## src/sv/llsm_pkg.sv

```systemverilog
`timescale 1ns / 1ps
`default_nettype none

package llsm_pkg;

	localparam int KEY_CARD_LEDS    = 76;
	localparam int KEY_CARD_LATCHES = 16;
	localparam int TOTAL_LEDS       = 144;
	localparam int NUM_LATCHES      = 35;
	localparam int IDX_W            = $clog2(NUM_LATCHES);
	localparam logic [7:0] LED_ALL  = 8'd255;

	typedef logic [IDX_W-1:0] idx_t;

	typedef enum logic [1:0] {
		ST_IDLE,
		ST_MODIFY,
		ST_BCAST
	} ctrl_state_t;

	typedef struct packed {
		logic load;
		logic mstep;
		logic bstep;
	} dp_cmd_t;

	typedef struct packed {
		logic bcast;
		logic emits;
		logic out_free;
		logic bcnt_end;
	} dp_sts_t;

	typedef struct packed {
		logic       emit;
		idx_t       idx;
		logic [7:0] mask;
		logic [7:0] val;
	} led_map_t;

	function automatic logic [7:0] off_byte(idx_t k);
		if (k < idx_t'(30))
			return 8'd255;
		else if (k < idx_t'(34))
			return 8'd0;
		else
			return 8'd119;
	endfunction

	function automatic logic [7:0] bcast_byte(idx_t k, logic [2:0] st);
		logic [7:0] s;
		logic [7:0] d;
		s = {8{st[0]}};
		d = 8'(({5'b0, st} + 8'd252) * 8'd85);
		if (st == 3'd7)
			return off_byte(k);
		if (k < idx_t'(KEY_CARD_LATCHES)) begin
			case (k)
				idx_t'(0), idx_t'(1), idx_t'(8),
				idx_t'(13), idx_t'(14), idx_t'(15): return s;
				default: return d;
			endcase
		end
		if (k < idx_t'(30))
			return d;
		if (k < idx_t'(34))
			return ~d;
		return (st == 3'd5) ? 8'd0 : 8'd119;
	endfunction

	// Single LED: target latch, bits touched and their new values.
	function automatic led_map_t map_led(logic [2:0] st, logic [7:0] led);
		led_map_t   m;
		logic       on57;
		logic [1:0] bp;
		logic [2:0] b;
		logic [7:0] t;
		logic [7:0] num;
		logic [7:0] adj;
		logic       ic;
		m    = '0;
		on57 = (st == 3'd5) || (st == 3'd7);
		bp   = 2'd0;
		b    = 3'd0;
		num  = led - 8'd75;
		t    = 8'd0;
		adj  = 8'd0;
		ic   = 1'b0;
		if (led < 8'(KEY_CARD_LEDS)) begin
			if (led >= 8'd16 && led <= 8'd38) begin
				bp = led[1:0];
				m.emit = 1'b1;
				m.idx = idx_t'(3'(led[7:2] + 6'd6));
				m.mask = 8'(8'd3 << {bp, 1'b0});
				m.val = 8'({6'b0, st[1], st[0]} << {bp, 1'b0});
			end else if (led >= 8'd45 && led <= 8'd59) begin
				t = led - 8'd45;
				bp = t[1:0];
				m.emit = 1'b1;
				m.idx = idx_t'(8) + idx_t'(3'(t[7:2] + 6'd1));
				m.mask = 8'(8'd3 << {bp, 1'b0});
				m.val = 8'({6'b0, st[1], st[0]} << {bp, 1'b0});
			end else if (on57 && led != 8'd39) begin
				m.emit = 1'b1;
				if (led < 8'd16) begin
					b = led[2:0];
					m.idx = idx_t'(led[3]);
				end else if (led == 8'd40) begin
					b = 3'd4;
					m.idx = idx_t'(8);
				end else if (led <= 8'd44) begin
					t = led - 8'd1;
					b = t[2:0];
					m.idx = idx_t'(8);
				end else if (led <= 8'd65) begin
					t = led - 8'd4;
					b = t[2:0];
					m.idx = idx_t'(13);
				end else begin
					t = led - 8'd2;
					b = t[2:0];
					m.idx = idx_t'(8) + idx_t'(3'(t[7:3] - 5'd2));
				end
				m.mask = 8'(8'd1 << b);
				m.val = 8'({7'b0, st[1]} << b);
			end
		end else if (led < 8'(TOTAL_LEDS)) begin
			m.emit = 1'b1;
			m.idx = idx_t'(KEY_CARD_LATCHES);
			if (led <= 8'd129) begin
				ic = (num >= 8'd32);
				adj = ic ? num : num - 8'd1;
				bp = adj[1:0];
				m.idx = idx_t'(KEY_CARD_LATCHES) + idx_t'({ic, adj[4:2]});
				m.mask = 8'(8'd3 << {bp, 1'b0});
				m.val = 8'({6'b0, st[1], st[0]} << {bp, 1'b0});
			end else if (led == 8'd130 || led == 8'd131 || led == 8'd133 ||
			             led == 8'd134 || led == 8'd136 || led == 8'd137 ||
			             led == 8'd139 || led == 8'd140) begin
				case (led)
					8'd130, 8'd131: m.idx = idx_t'(30);
					8'd133, 8'd134: m.idx = idx_t'(31);
					8'd136, 8'd137: m.idx = idx_t'(32);
					default:        m.idx = idx_t'(33);
				endcase
				case (led)
					8'd131, 8'd134, 8'd137, 8'd140: bp = 2'd1;
					default:                        bp = 2'd0;
				endcase
				m.mask = 8'(8'd3 << {bp, 1'b0});
				m.val = 8'({6'b0, ~st[1], ~st[0]} << {bp, 1'b0});
			end else if ((led == 8'd142 || led == 8'd143) && on57) begin
				b = (led == 8'd143) ? 3'd4 : 3'd0;
				m.idx = idx_t'(34);
				m.mask = 8'(8'd7 << b);
				m.val = {8{st[1]}} & m.mask;
			end
		end
		return m;
	endfunction

endpackage

`default_nettype wire

```

## src/sv/llsm_ram.sv

```systemverilog
`timescale 1ns / 1ps
`default_nettype none

module llsm_ram #(
	parameter int WIDTH = 8,
	parameter int DEPTH = 35
) (
	input  wire logic                     clk,
	input  wire logic                     we,
	input  wire logic [$clog2(DEPTH)-1:0] waddr,
	input  wire logic [WIDTH-1:0]         wdata,
	input  wire logic                     re,
	input  wire logic [$clog2(DEPTH)-1:0] raddr,
	output logic      [WIDTH-1:0]         rdata
);

	logic [WIDTH-1:0] mem_q [DEPTH];
	logic [WIDTH-1:0] rdata_q;

	always_ff @(posedge clk) begin
		if (we)
			mem_q[waddr] <= wdata;
		if (re)
			rdata_q <= mem_q[raddr];
	end

	assign rdata = rdata_q;

endmodule

`default_nettype wire

```

## src/sv/llsm_ctrl.sv

```systemverilog
`timescale 1ns / 1ps
`default_nettype none

module llsm_ctrl
	import llsm_pkg::*;
(
	input  wire logic    clk,
	input  wire logic    arst_n,
	input  wire logic    in_valid,
	output logic         in_ready,
	input  wire dp_sts_t sts,
	output dp_cmd_t      cmd
);

	ctrl_state_t state_q, state_d;

	always_ff @(posedge clk or negedge arst_n) begin
		if (!arst_n)
			state_q <= ST_IDLE;
		else
			state_q <= state_d;
	end

	always_comb begin
		state_d = state_q;
		unique case (state_q)
			ST_IDLE: begin
				if (in_valid) begin
					if (sts.bcast)
						state_d = ST_BCAST;
					else if (sts.emits)
						state_d = ST_MODIFY;
				end
			end
			ST_MODIFY: begin
				if (sts.out_free)
					state_d = ST_IDLE;
			end
			ST_BCAST: begin
				if (sts.out_free && sts.bcnt_end)
					state_d = ST_IDLE;
			end
			default: state_d = ST_IDLE;
		endcase
	end

	always_comb begin
		in_ready = 1'b0;
		cmd = '0;
		unique case (state_q)
			ST_IDLE: begin
				in_ready = 1'b1;
				cmd.load = in_valid;
			end
			ST_MODIFY: cmd.mstep = sts.out_free;
			ST_BCAST:  cmd.bstep = sts.out_free;
			default: ;
		endcase
	end

endmodule

`default_nettype wire

```

## src/sv/llsm_dp.sv

```systemverilog
`timescale 1ns / 1ps
`default_nettype none

module llsm_dp
	import llsm_pkg::*;
(
	input  wire logic       clk,
	input  wire logic       arst_n,
	input  wire dp_cmd_t    cmd,
	output dp_sts_t         sts,
	input  wire logic [2:0] colour_state,
	input  wire logic [7:0] led_number,
	input  wire logic       out_ready,
	output logic            out_valid,
	output logic            card,
	output logic      [2:0] chip,
	output logic      [2:0] latch,
	output logic      [7:0] data,
	output logic            last
);

	led_map_t               map_in;
	led_map_t               map_q;
	logic [2:0]             st_q;
	idx_t                   bcnt_q;
	logic [NUM_LATCHES-1:0] valid_q;
	logic [7:0]             rdata;
	logic [7:0]             base;
	logic [7:0]             wdata;
	idx_t                   waddr;
	logic                   emit;
	logic                   out_valid_q;
	logic                   card_q;
	logic [2:0]             chip_q;
	logic [2:0]             latch_q;
	logic [7:0]             data_q;
	logic                   last_q;

	assign map_in = map_led(colour_state, led_number);
	assign emit   = cmd.mstep | cmd.bstep;

	// Untouched shadow entries read as the all-off pattern.
	assign base = valid_q[map_q.idx] ? rdata : off_byte(map_q.idx);

	always_comb begin
		if (cmd.bstep) begin
			waddr = bcnt_q;
			wdata = bcast_byte(bcnt_q, st_q);
		end else begin
			waddr = map_q.idx;
			wdata = (base & ~map_q.mask) | (map_q.val & map_q.mask);
		end
	end

	llsm_ram #(
		.WIDTH(8),
		.DEPTH(NUM_LATCHES)
	) u_shadow (
		.clk  (clk),
		.we   (emit),
		.waddr(waddr),
		.wdata(wdata),
		.re   (cmd.load),
		.raddr(map_in.idx),
		.rdata(rdata)
	);

	always_ff @(posedge clk) begin
		if (cmd.load) begin
			map_q <= map_in;
			st_q  <= colour_state;
		end
		if (emit) begin
			card_q  <= (waddr >= idx_t'(KEY_CARD_LATCHES));
			chip_q  <= waddr[IDX_W-1:3];
			latch_q <= waddr[2:0];
			data_q  <= wdata;
			last_q  <= cmd.mstep || (bcnt_q == idx_t'(NUM_LATCHES - 1));
		end
	end

	always_ff @(posedge clk or negedge arst_n) begin
		if (!arst_n) begin
			bcnt_q      <= '0;
			valid_q     <= '0;
			out_valid_q <= 1'b0;
		end else begin
			if (cmd.load)
				bcnt_q <= '0;
			else if (cmd.bstep)
				bcnt_q <= sts.bcnt_end ? '0 : bcnt_q + idx_t'(1);
			if (emit)
				valid_q[waddr] <= 1'b1;
			if (emit)
				out_valid_q <= 1'b1;
			else if (out_ready)
				out_valid_q <= 1'b0;
		end
	end

	assign sts.bcast    = (led_number == LED_ALL);
	assign sts.emits    = map_in.emit;
	assign sts.out_free = !out_valid_q || out_ready;
	assign sts.bcnt_end = (bcnt_q == idx_t'(NUM_LATCHES - 1));

	assign out_valid = out_valid_q;
	assign card      = card_q;
	assign chip      = chip_q;
	assign latch     = latch_q;
	assign data      = data_q;
	assign last      = last_q;

	a_no_overwrite: assert property (@(posedge clk) disable iff (!arst_n)
		emit |-> (!out_valid_q || out_ready))
		else $error("output register overwritten while stalled");

	a_bcnt_range: assert property (@(posedge clk) disable iff (!arst_n)
		bcnt_q < idx_t'(NUM_LATCHES))
		else $error("broadcast counter out of range");

	a_one_step: assert property (@(posedge clk) disable iff (!arst_n)
		!(cmd.mstep && cmd.bstep) && !(cmd.load && emit))
		else $error("conflicting datapath commands");

	a_last_ends: assert property (@(posedge clk) disable iff (!arst_n)
		(emit && cmd.bstep && sts.bcnt_end) |=> (out_valid_q && last_q))
		else $error("broadcast did not end with last");

endmodule

`default_nettype wire

```

## src/sv/led_latch_shadow_mapper.sv

```systemverilog
// Keeps a shadow of the panel's 35 output latches (16 key card, 19 bus card)
// in a small RAM and turns each LED request into latch writes on the
// card/chip/latch/data outputs, with last marking the final write of a
// request. For a single LED, the accept cycle reads the shadow byte; once
// the output register is free, the modify state merges the new bits, writes
// it back and loads the output register; a new request is taken the cycle
// after. LED number 255 takes the accept cycle and then 35 latch writes, one
// per cycle while the output is not stalled, through the single shadow write
// port. Requests that map to no latch finish in the accept cycle with no
// write. A stalled output holds the block in place. Shadow entries not yet
// written read as the all-off pattern, so no clearing pass follows reset.
`timescale 1ns / 1ps
`default_nettype none

module led_latch_shadow_mapper
	import llsm_pkg::*;
(
	input  wire logic       clk,
	input  wire logic       arst_n,
	input  wire logic       in_valid,
	output logic            in_ready,
	input  wire logic [2:0] colour_state,
	input  wire logic [7:0] led_number,
	output logic            out_valid,
	input  wire logic       out_ready,
	output logic            card,
	output logic      [2:0] chip,
	output logic      [2:0] latch,
	output logic      [7:0] data,
	output logic            last
);

	dp_cmd_t cmd;
	dp_sts_t sts;

	llsm_ctrl u_ctrl (
		.clk     (clk),
		.arst_n  (arst_n),
		.in_valid(in_valid),
		.in_ready(in_ready),
		.sts     (sts),
		.cmd     (cmd)
	);

	llsm_dp u_dp (
		.clk         (clk),
		.arst_n      (arst_n),
		.cmd         (cmd),
		.sts         (sts),
		.colour_state(colour_state),
		.led_number  (led_number),
		.out_ready   (out_ready),
		.out_valid   (out_valid),
		.card        (card),
		.chip        (chip),
		.latch       (latch),
		.data        (data),
		.last        (last)
	);

endmodule

`default_nettype wire
```

## config.mk

```make
export PLATFORM = sky130hd
export DESIGN_NAME = led_latch_shadow_mapper
export DESIGN_NICKNAME = d
export VERILOG_FILES = /design/src/sv/llsm_pkg.sv /design/src/sv/llsm_ram.sv /design/src/sv/llsm_ctrl.sv /design/src/sv/llsm_dp.sv /design/src/sv/led_latch_shadow_mapper.sv
export SDC_FILE = /design/constraint.sdc
export NUM_CORES = 1
export LEC_CHECK = 0
export BUFFER_PORTS_ARGS = -buffer_cell sky130_fd_sc_hd__buf_2
export CAP_MARGIN = 10
export CORE_ASPECT_RATIO = 1.5
export CORE_MARGIN = 8
export CORE_UTILIZATION = 50
export CTS_CLUSTER_DIAMETER = 80
export DETAILED_ROUTE_END_ITERATION = 8
export PLACE_DENSITY = 0.77
export SYNTH_ARGS = -nofsm -noshare
export SYNTH_HDL_FRONTEND = slang
export SYNTH_SLANG_ARGS = --single-unit
```

## constraint.sdc

```tcl
create_clock -name clk -period 6 [get_ports clk]
set_input_delay 1.2 -clock clk [delete_from_list [all_inputs] [get_ports clk]]
set_output_delay 1.2 -clock clk [all_outputs]
set_load 0.1 [all_outputs]
```

# --- Word level (Yosys, flattened, before mapping) ---
# Memories as Yosys holds them, arrays and structs flattened. A register that Yosys moved wholly into a read port is not among the register bits.
# Index checks and enable logic that the tools add are counted.
totals:
  output_inout_bits: 18
  inputBits: 15
  ff_bits: 85
  word_cells: 207
  ram_bits: 280
  memories: 1
memory_table:
  columns: ["name", "depth", "width", "rd", "rd_ports_with_merged_regs", "wr", "line_no", "rtl"]
  rows:
  - ["u_dp.u_shadow.mem_q", 35, 8, 1, 1, 1, "llsm_ram.sv:17", "logic [WIDTH-1:0] mem_q [DEPTH];"]
classes:
  muxes: 80
  n_bitwise: 10
  n_eq_ne: 29
  n_lt_le_gt_ge: 20
  addsub: 14
  n_mul: 1
  shifts: 11
  reduce_logical: 28
ops:
  columns: ["operator", "n"]
  rows:
  - ["23-bit two-way mux", 5]
  - ["8-bit two-way mux", 13]
  - ["8-bit equality test, second input constant", 11]
  - ["22-bit two-way mux", 3]
  - ["6-bit two-way mux", 8]
  - ["35-bit OR", 1]
  - ["2-bit by 3-bit << shifter with 8-bit output", 4]
  - ["2-bit by 3-bit << shifter with 8-bit output, first input constant", 4]
  - ["3-bit two-way mux", 9]
  - ["1-bit two-way mux", 25]
  - ["8-bit bitwise AND", 3]
  - ["6-bit by 4-bit equality test with 1-bit output, second input constant", 4]
  - ["8-bit by 6-bit <= comparator with 1-bit output, second input constant", 3]
  - ["7-bit two-way mux", 3]
  - ["6-bit by 5-bit < comparator with 1-bit output, second input constant", 3]
  - ["2-bit two-way mux", 9]
  - ["6-bit case mux with 3 select lines", 1]
  - ["8-bit by 6-bit >= comparator with 1-bit output, second input constant", 2]
  - ["8-bit NOT", 2]
  - ["6-bit by 7-bit < comparator with 1-bit output, second input constant", 2]
  - ["3-bit equality test, second input constant", 4]
  - ["6-bit < comparator, second input constant", 2]
  - ["1-bit logical OR", 11]
  - ["4-bit by 3-bit adder with 5-bit output, first input constant", 2]
  - ["49 further kinds", 59]

# --- Logic depth before layout (Yosys ltp) ---
# Gate-level depths: netlist of the first run.
depth:
  word_depth: 21
  mapped_depth: 19

# --- Cells and area by module ---
# Synthesis of the first run repeated with hierarchy kept, for this count alone.
hier_totals:
  hier_cells: 1314
  area_unflattened_um2: 17697.0
by_module_without_submodules:
  columns: ["mod", "seq_area_each_um2", "instances", "cells_each", "area_each_um2"]
  rows:
  - ["llsm_ram", 8648.3, 1, 649, 11566.1]
  - ["llsm_dp", 2282.2, 1, 653, 6017.0]
  - ["llsm_ctrl", 50.0, 1, 12, 113.9]

# --- Least setup slack after synthesis of the first run ---
# No wires, ideal clock.
synth_path:
  path_type: "input port to flip-flop"
  start: "input led_number[1]"
  end: "register u_dp.u_shadow.rdata_q[4] (netlist: u_dp.u_shadow.rdata[4]) (read register of u_dp.u_shadow.mem_q), data pin"
  path_slack_ns: 1.166
  path_stages: 18
  arrival_ns: 4.580
  n_path_buf: 4
  path_cell_list: "clkbuf_1 > inv_1 > ha_1 > clkbuf_1 > buf_1 > xnor2_1 > ha_1 > xor2_1 > nor3_1 > a211oi_1 > and4_1 > clkbuf_1 > nor2_4 > clkinv_2 > mux2_2 > a221oi_1 > nor3_1 > o21a_1"
synth_lines:
  columns: ["item", "line_no", "rtl"]
  rows:
  - ["start: declaration", "led_latch_shadow_mapper.sv:23", "input wire logic [7:0] led_number,"]
  - ["end: declaration", "llsm_ram.sv:18", "logic [WIDTH-1:0] rdata_q;"]

# --- Worst setup path in the final report of the first run ---
layout_path:
  start: "input led_number[3]"
  end: "register u_dp.u_shadow.rdata_q[3] (netlist: u_dp.u_shadow.rdata[3]) (read register of u_dp.u_shadow.mem_q), data pin"
layout_via:
  elab_chain_cells: 12
  word_cells_on_any_way: 62
  classes_between: "10 x add/sub; 11 x order compare; 12 x eq/ne; 14 x mux; 15 x reduce/logical"
layout_lines:
  columns: ["item", "line_no", "rtl"]
  rows:
  - ["branches (longest 11 deep; another with 6-bit by 2-bit subtractor with 6-bit output)", null, null]
  - ["23-bit two-way mux (*)", "llsm_pkg.sv:89", "if (led < 8'(KEY_CARD_LEDS)) begin"]
# Mark *: on every way between the ends.
# A chain may end at the register's enable or synchronous reset.

==> results of run 1 <==
==> final timing paths <==
kind / start / endpoint / slack [ns] / cells after the start
max: led_number[3] / u_dp.u_shadow.rdata[3] / 0.90 / 13
min: u_dp.valid_q[14] / u_dp.valid_q[14] / 0.46 / 1
max reg2reg: u_dp.map_q[16] / u_dp.u_shadow.mem_q[14][2] / 1.46 / 11
min reg2reg: u_dp.valid_q[14] / u_dp.valid_q[14] / 0.46 / 1
max in group asynchronous: arst_n / u_dp.bcnt_q[3] / 4.70 / 2
min in group asynchronous: arst_n / u_dp.valid_q[12] / 0.77 / 2
==> metrics by stage <==
step	hold WS [ns]	cell area (sq um)
floorplan	0.4337	17640
global placement	0.4449	18410
detailed placement	0.4491	18410
CTS	0.4626	19620
global route	0.4863	19620
finish	0.4614	19620
==> power by group through the flow <==
stage	clock network [W]	registers (W)	logic (W)
after global placement	0	0.00310	0.000939
final	0.00230	0.00305	0.000973
after global routing	0.00242	0.00305	0.00103
after detailed placement	0	0.00310	0.000959
after CTS	0.00232	0.00305	0.000966
after floorplan	0	0.00314	0.000586
==> Yosys cell counts (20+ instances only) <==
master      n
a21oi_1    75
buf_2      25
clkbuf_1   40
dfrtp_1    44
edfxtp_1  329
ha_1       29
inv_1      39
mux2i_1    53
nand2_1   189
nand3_1    90
nor2_1    117
nor3_1     20
o21ai_0    62
or2_2      42
==> worst register-to-register path, stage by stage, from the launching register on <==
cell,delay [ns]
edfxtp_1,0.62
buf_4,0.35
mux4_2,0.61
mux4_2,0.51
mux2i_1,0.14
nor2_1,0.08
o22ai_1,0.53
a21oi_1,0.13
nand2_1,0.10
o21ai_0,0.16
a21oi_4,0.83
buf_4,0.32
==> cell families (layout without fill, tap and decap cells) <==
| group | after synthesis | after routing | share of synthesized area (%) |
|---|---|---|---|
| flops | 373 | 373 | 62.23 |
| fa+ha+maj | 32 | 32 | 2.397 |
| compound gates | 306 | 306 | 11.91 |
| mux | 67 | 67 | 4.602 |
| simple gates | 550 | 550 | 14.83 |
| xor+xnor | 17 | 17 | 0.9218 |
| buf+inv | 122 | 175 | 3.099 |
==> flip-flops by register name, indices dropped and copies added, names as in the netlist <==
register	cells
u_dp.u_shadow.mem_q	280
u_ctrl.state_q	2
u_dp.valid_q	35
u_dp.chip	3
u_dp.bcnt_q	6
u_dp.out_valid	1
u_dp.last	1
u_dp.latch	3
u_dp.data	8
u_dp.u_shadow.rdata	8
u_dp.st_q	3
u_dp.map_q	22
u_dp.card	1
==> metal layers <==
metal	up-vias	share of wire, %
met5	-	0.033
met4	2	6.9
met3	154	6.4
met2	590	51
met1	6128	35
li1	5543	-
==> layout make-up <==
class                           count  area (sq um)  area share, %
Sequential cell                   373         10980          55.98
Multi-Input combinational cell    972          6203          31.62
Clock buffer                       48          1037          5.288
Tap cell                          473         591.8          3.017
Timing Repair Buffer               69         462.9          2.360
Clock inverter                     14         173.9         0.8866
Inverter                           44         166.4         0.8483
==> reports/qor.csv, run 1 <==
stage,metric,value,unit
run_status,status,completed,
setup_path,path_cells,"buf_2, ha_1, nand3_1, and2_1, o31a_1, o31ai_2, a31oi_4, buf_4, nor3_1, a32oi_1, o22ai_1, nor3_1, or3_1",
setup_path,cp_top_family,simple AND/OR/NAND/NOR gates,
timing,layout_setup_ws,0.8986,ns
clock_network,clk_pin_slew,0.06,ns
drt,drt_pre_antenna_iters,7,
drt,viasPerCell,6.230,
pwr,combPwrFrac,15.4,%
timing,hold_viol_final,0,
finish,area_growth,11.18,%
setup_path,crit_top_cell,nor3_1,
timing,clock_skew,0.03693,ns
logic_synthesis,syn_area,17640,sq um
clock_network,h-tree-depth,2,
finish,fin_cells,1993,
logic_synthesis,syn_avg_cell_area,12.03,sq um
global_routing,use_met1,25.29,%
logic_synthesis,ys.flop_type,edfxtp_1,
logic_synthesis,synthCells,1467,
setup_path,crit_fanout,26,
floorplan,ios,33,
logic_synthesis,synthArstFlopShare,11.80,%
logic_synthesis,synth_cell_types,90,
global_routing,grt-busiest-layer,met2,
setup_path,cp-start-kind,input pin,
logic_synthesis,synth_enable_flop_cells,329,
pwr,switchingPower,0.001683,W
placement,place.gp.congestion,0.9474,
timing,relSlewSlack,29.96,%
pwr,finalPower,0.006327,W
clock_network,cts_inserted_buffers,35,
drt,first_iter_violations,1348,
global_routing,grtUsageTotal,23.08,%
finish,drive_gt1_share,13.88,%
pwr,power_frac_clock,36.4,%
global_routing,met3_usage,3.445,%
global_routing,grt_pass1_wl,72.59,mm
drt,ant_nets,0,
floorplan,start_util,50.57,%
logic_synthesis,ys_ff_latch,373,
setup_path,end_kind,flip-flop,
finish,fill_cells,2846,
finish,final_cell_mix,"edfxtp_1 (329), nand2_1 (189), nor2_1 (117), nand3_1 (90), a21oi_1 (71)",
finish,utilization,56.22,%
floorplan,dieArea,41680,sq um
pwr,p_seq_share,48.2,%
timing,slew_viol_final,0,
timing,period_share,85.02,%
floorplan,rows,84,
clock_network,root_buffer,clkbuf_16,
floorplan,die_w,169.4,um
setup_path,worstPathRequired,6.26,ns
timing,tightest_slew,1.043,ns
clock_network,cts_sinks,373,
logic_synthesis,synth_seq_area_share,62.23,%
clock_network,cts_setup_buffers,0,
clock_network,cts_hold_buf,0,
clock_network,clockBufferDepth,3,
setup_path,cp.buffers_inverters,2,
drt,remaining_drc_errors,0,
placement,io_buffers,32,
placement,place_ws,0.4329,ns
placement,hpwl,33.52,mm
pwr,power.leakage,7.182,nW
setup_path,crit_type,input pin to flip-flop,
clock_network,clk_latency,0.54,ns
finish,layout_commonest_cell,edfxtp_1,
floorplan,dieHeight,246.1,um
drt,wirelength,48.68,mm
setup_path,critical_path.max_stage_delay,0.84,ns
clock_network,cts_tree,done,
drt,vias,12420,
pwr,switching_share,26.60,%
placement,dp_cells,1931,
global_routing,grt_pass1_vias,12120,
drt,wl_per_cell,24.42,um
global_routing,antenna_found_initial,1,
global_routing,overflow,0,
logic_synthesis,synth_top_area_cell,edfxtp_1,
clock_network,ctsResizeCount,0,
pwr,p_per_area,322.5,nW/um^2
timing,rsz0062_at_grt,false,
logic_synthesis,syn_nets,1514,
timing,finalCriticalPeriod,5.101,ns
finish,nets,1542,
timing,fin_setup_tns,0,ns
setup_path,slowest_stage,nor3_1,
logic_synthesis,yosysWarnings,0,
global_routing,grt_max_degree,72,
pwr,p_int,0.004644,W
timing,fmax,196.0,MHz
global_routing,grt.met2_usage,41.11,%
pwr,peakVddDrop,0.2278,mV
floorplan,core,34890,sq um
worst_hold_path,hold_class,flip-flop to flip-flop,
setup_path,worstPathArrival,5.36,ns
finish,diodes,0,
logic_synthesis,synth_top_area_share,55.99,%
timing,setup_viol,0,
logic_synthesis,synth_area_leaders,"edfxtp_1 (56%), dfrtp_1 (6.2%), nand2_1 (4.0%)",
job,cap_violations,0,
Note: power is estimated with default switching activity, not from simulation.
==> inputs of run 2 (changes only) <==
- CORE_UTILIZATION: 50 -> 55
- PLACE_DENSITY: 0.77 -> 0.82
==> run 2 against run 1 <==
Effect of this change:
- die area decreased by 8.4%
- combinational power about the same
- via count increased by 0.91%
- worst setup slack improved by 0.045 ns
- global-route usage increased by 2.7 points
- clock skew decreased by 0.0092 ns
- count of clock-buffer cells in the layout decreased by 8
- sequential power about the same
- non-clock buffer count increased by 3
- critical path type unchanged
==> reports/qor.csv, run 2 (synthesis results as in run 1) <==
stage,metric,value,unit,change
finish,layout_commonest_cell,edfxtp_1,,
floorplan,ios,33,,unchanged
worst_hold_path,hold_class,flip-flop to flip-flop,,
setup_path,r2r_setup_slack,1.54,ns,+0.08 ns
pwr,combPwrFrac,15.9,%,+0.5 points
floorplan,rows,80,,-4.8%
finish,fin_cells,1928,,-3.3%
global_routing,antenna_found_initial,0,,-1
clock_network,h-tree-depth,1,,-1
timing,hold_viol_final,0,,unchanged
drt,wl_per_cell,25.73,um,+5.3%
floorplan,dieHeight,235.4,um,-4.4%
timing,fin_setup_tns,0,ns,unchanged
pwr,power_frac_clock,34.2,%,-2.2 points
placement,hpwl,33.96,mm,+1.3%
timing,timing.hold.ws,0.4641,ns,+0.002691 ns
global_routing,grt_pass1_vias,12380,,+2.2%
global_routing,grt_pass1_wl,75.17,mm,+3.5%
clock_network,clk_pin_slew,0.07,ns,about the same
worst_hold_path,hold_depth,1,,unchanged
global_routing,overflow,0,,unchanged
clock_network,cts_hold_buf,0,,unchanged
timing,layout_setup_ws,0.9441,ns,+0.04549 ns
finish,drive_gt1_share,13.83,%,-0.048 points
timing,setup_viol,0,,unchanged
setup_path,rr_endpoint,u_dp.u_shadow.mem_q[21][6],,
timing,finalCriticalPeriod,5.056,ns,-0.04549 ns
timing,slew_viol_final,0,,unchanged
timing,relSlewSlack,16.53,%,-13 points
clock_network,clk_latency,0.60,ns,+0.06 ns
setup_path,cp-start-kind,input pin,,
clock_network,root_buffer,clkbuf_16,,
placement,dp_cells,1870,,-3.2%
timing,rsz0062_at_grt,false,,
finish,nets,1541,,-0.065%
pwr,peakVddDrop,0.2461,mV,+8.0%
worst_hold_path,hold_start,u_dp.valid_q[7],,
placement,place.gp.congestion,0.9696,,+2.3%
setup_path,reg2reg_depth,13,,+2
setup_path,worstPathArrival,5.38,ns,+0.02 ns
finish,fill_cells,2341,,-18%
worst_hold_path,hold_path_end,u_dp.valid_q[7],,
finish,largest_reg_flops,280,,unchanged
timing,clock_skew,0.02770,ns,-0.009229 ns
drt,vias,12530,,+0.91%
pwr,p_per_area,314.3,nW/um^2,-2.6%
drt,wirelength,49.61,mm,+1.9%
floorplan,dieArea,38190,sq um,-8.4%
floorplan,core,31730,sq um,-9.1%
clock_network,cts_setup_buffers,0,,unchanged
clock_network,ctsResizeCount,0,,unchanged
job,cap_violations,0,,unchanged
global_routing,grtUsageTotal,25.83,%,+2.7 points
setup_path,rr_startpoint,u_dp.st_q[2],,
drt,ant_nets,0,,unchanged
run_status,status,completed,,
placement,io_buffers,32,,unchanged
timing,fmax,197.8,MHz,+0.90%
pwr,p_int,0.004453,W,-4.1%
drt,viasPerCell,6.499,,+4.3%
drt,first_iter_violations,1697,,+26%
setup_path,crit_type,input pin to flip-flop,,
finish,largest-register,u_dp.u_shadow.mem_q,,
clock_network,cts_inserted_buffers,31,,-11%
pwr,power.leakage,7.141,nW,-0.57%
setup_path,end_kind,flip-flop,,
pwr,switchingPower,0.001651,W,-1.9%
clock_network,cts_tree,done,,
floorplan,die_w,162.2,um,-4.2%
global_routing,grt_max_degree,69,,-4.2%
clock_network,cts_sinks,373,,unchanged
finish,utilization,61.21,%,+5.0 points
pwr,switching_share,27.05,%,+0.44 points
finish,area_growth,10.08,%,
finish,diodes,0,,unchanged
finish,final_cell_mix,"edfxtp_1 (329), nand2_1 (189), nor2_1 (117), nand3_1 (90), a21oi_1 (71)",,
pwr,p_seq_share,49.9,%,+1.7 points
clock_network,clockBufferDepth,3,,unchanged
placement,place_ws,0.4600,ns,+0.02715 ns
drt,remaining_drc_errors,0,,unchanged
drt,drt_pre_antenna_iters,6,,-1
timing,tightest_slew,1.243,ns,+0.2000 ns
floorplan,start_util,55.61,%,+5.0 points
setup_path,crit_fanout,26,,unchanged
setup_path,worstPathRequired,6.32,ns,+0.06 ns
timing,period_share,84.26,%,-0.76 points
finish,reg_top3,"u_dp.u_shadow.mem_q (280), u_dp.valid_q (35), u_dp.map_q (22)",,
==> run 2: cell count changes in the layout (fill, tap and decap cells not counted), sizes merged <==
cell	change
clkinvlp	-1
clkinv	+4
buf	+3
clkbuf	-8
==> run 2: power groups by stage <==
stage / Clock, W / Combinational, W / Sequential, W
floorplan: 0 / 0.000586 / 0.00314
global route: 0.00217 / 0.00103 / 0.00305
CTS: 0.00208 / 0.000957 / 0.00304
global placement: 0 / 0.000931 / 0.00309
finish: 0.00208 / 0.000973 / 0.00305
detailed placement: 0 / 0.000950 / 0.00310
==> run 2: stage by stage <==
step                cell area (sq um)  total power (W)
detailed placement              18360         0.004049
global placement                18360         0.004025
global route                    19420         0.006258
finish                          19420         0.006104
floorplan                       17640         0.003725
CTS                             19410         0.006084
==> run 2: layout make-up <==
cell class | instances | area [sq um] | area share [%]
inverter | 44 | 166.4 | 0.8568
clock buffer | 40 | 869.6 | 4.477
sequential | 373 | 10980 | 56.54
timing repair buffer | 72 | 510.5 | 2.628
clock inverter | 17 | 186.4 | 0.9599
multi-input combinational | 972 | 6196 | 31.90
tap | 410 | 513.0 | 2.641
==> run 2: worst max-delay path by stage <==
stage	from	to	slack [ns]
5_1_grt	led_number[1]	u_dp.u_shadow.rdata[1]	0.83
3_5_place_dp	led_number[1]	u_dp.u_shadow.rdata[1]	0.46
2_1_floorplan	led_number[1]	u_dp.u_shadow.rdata[4]	1.17
4_1_cts	led_number[1]	u_dp.u_shadow.rdata[1]	1.03
6_report	led_number[3]	u_dp.u_shadow.rdata[1]	0.94
3_3_place_gp	led_number[1]	u_dp.u_shadow.rdata[7]	0.54
==> run 2: worst max-delay path: stages <==
cell     delay (ns)
buf_2          0.39
ha_1           0.26
nand3_1        0.18
and2_1         0.21
o31a_1         0.43
o31ai_2        0.40
a31oi_4        0.29
nor3_1         1.06
a32oi_1        0.20
o22ai_1        0.31
nor3_1         0.07
or3_1          0.35
==> run 2: routing by layer <==
metal	vias up	share of wire [%]	GRT usage [%]
met4	0	8.8	19.76
met1	6064	34	28.92
met3	207	7.3	3.360
li1	5543	-	-
met5	-	0	0
met2	716	50	43.88
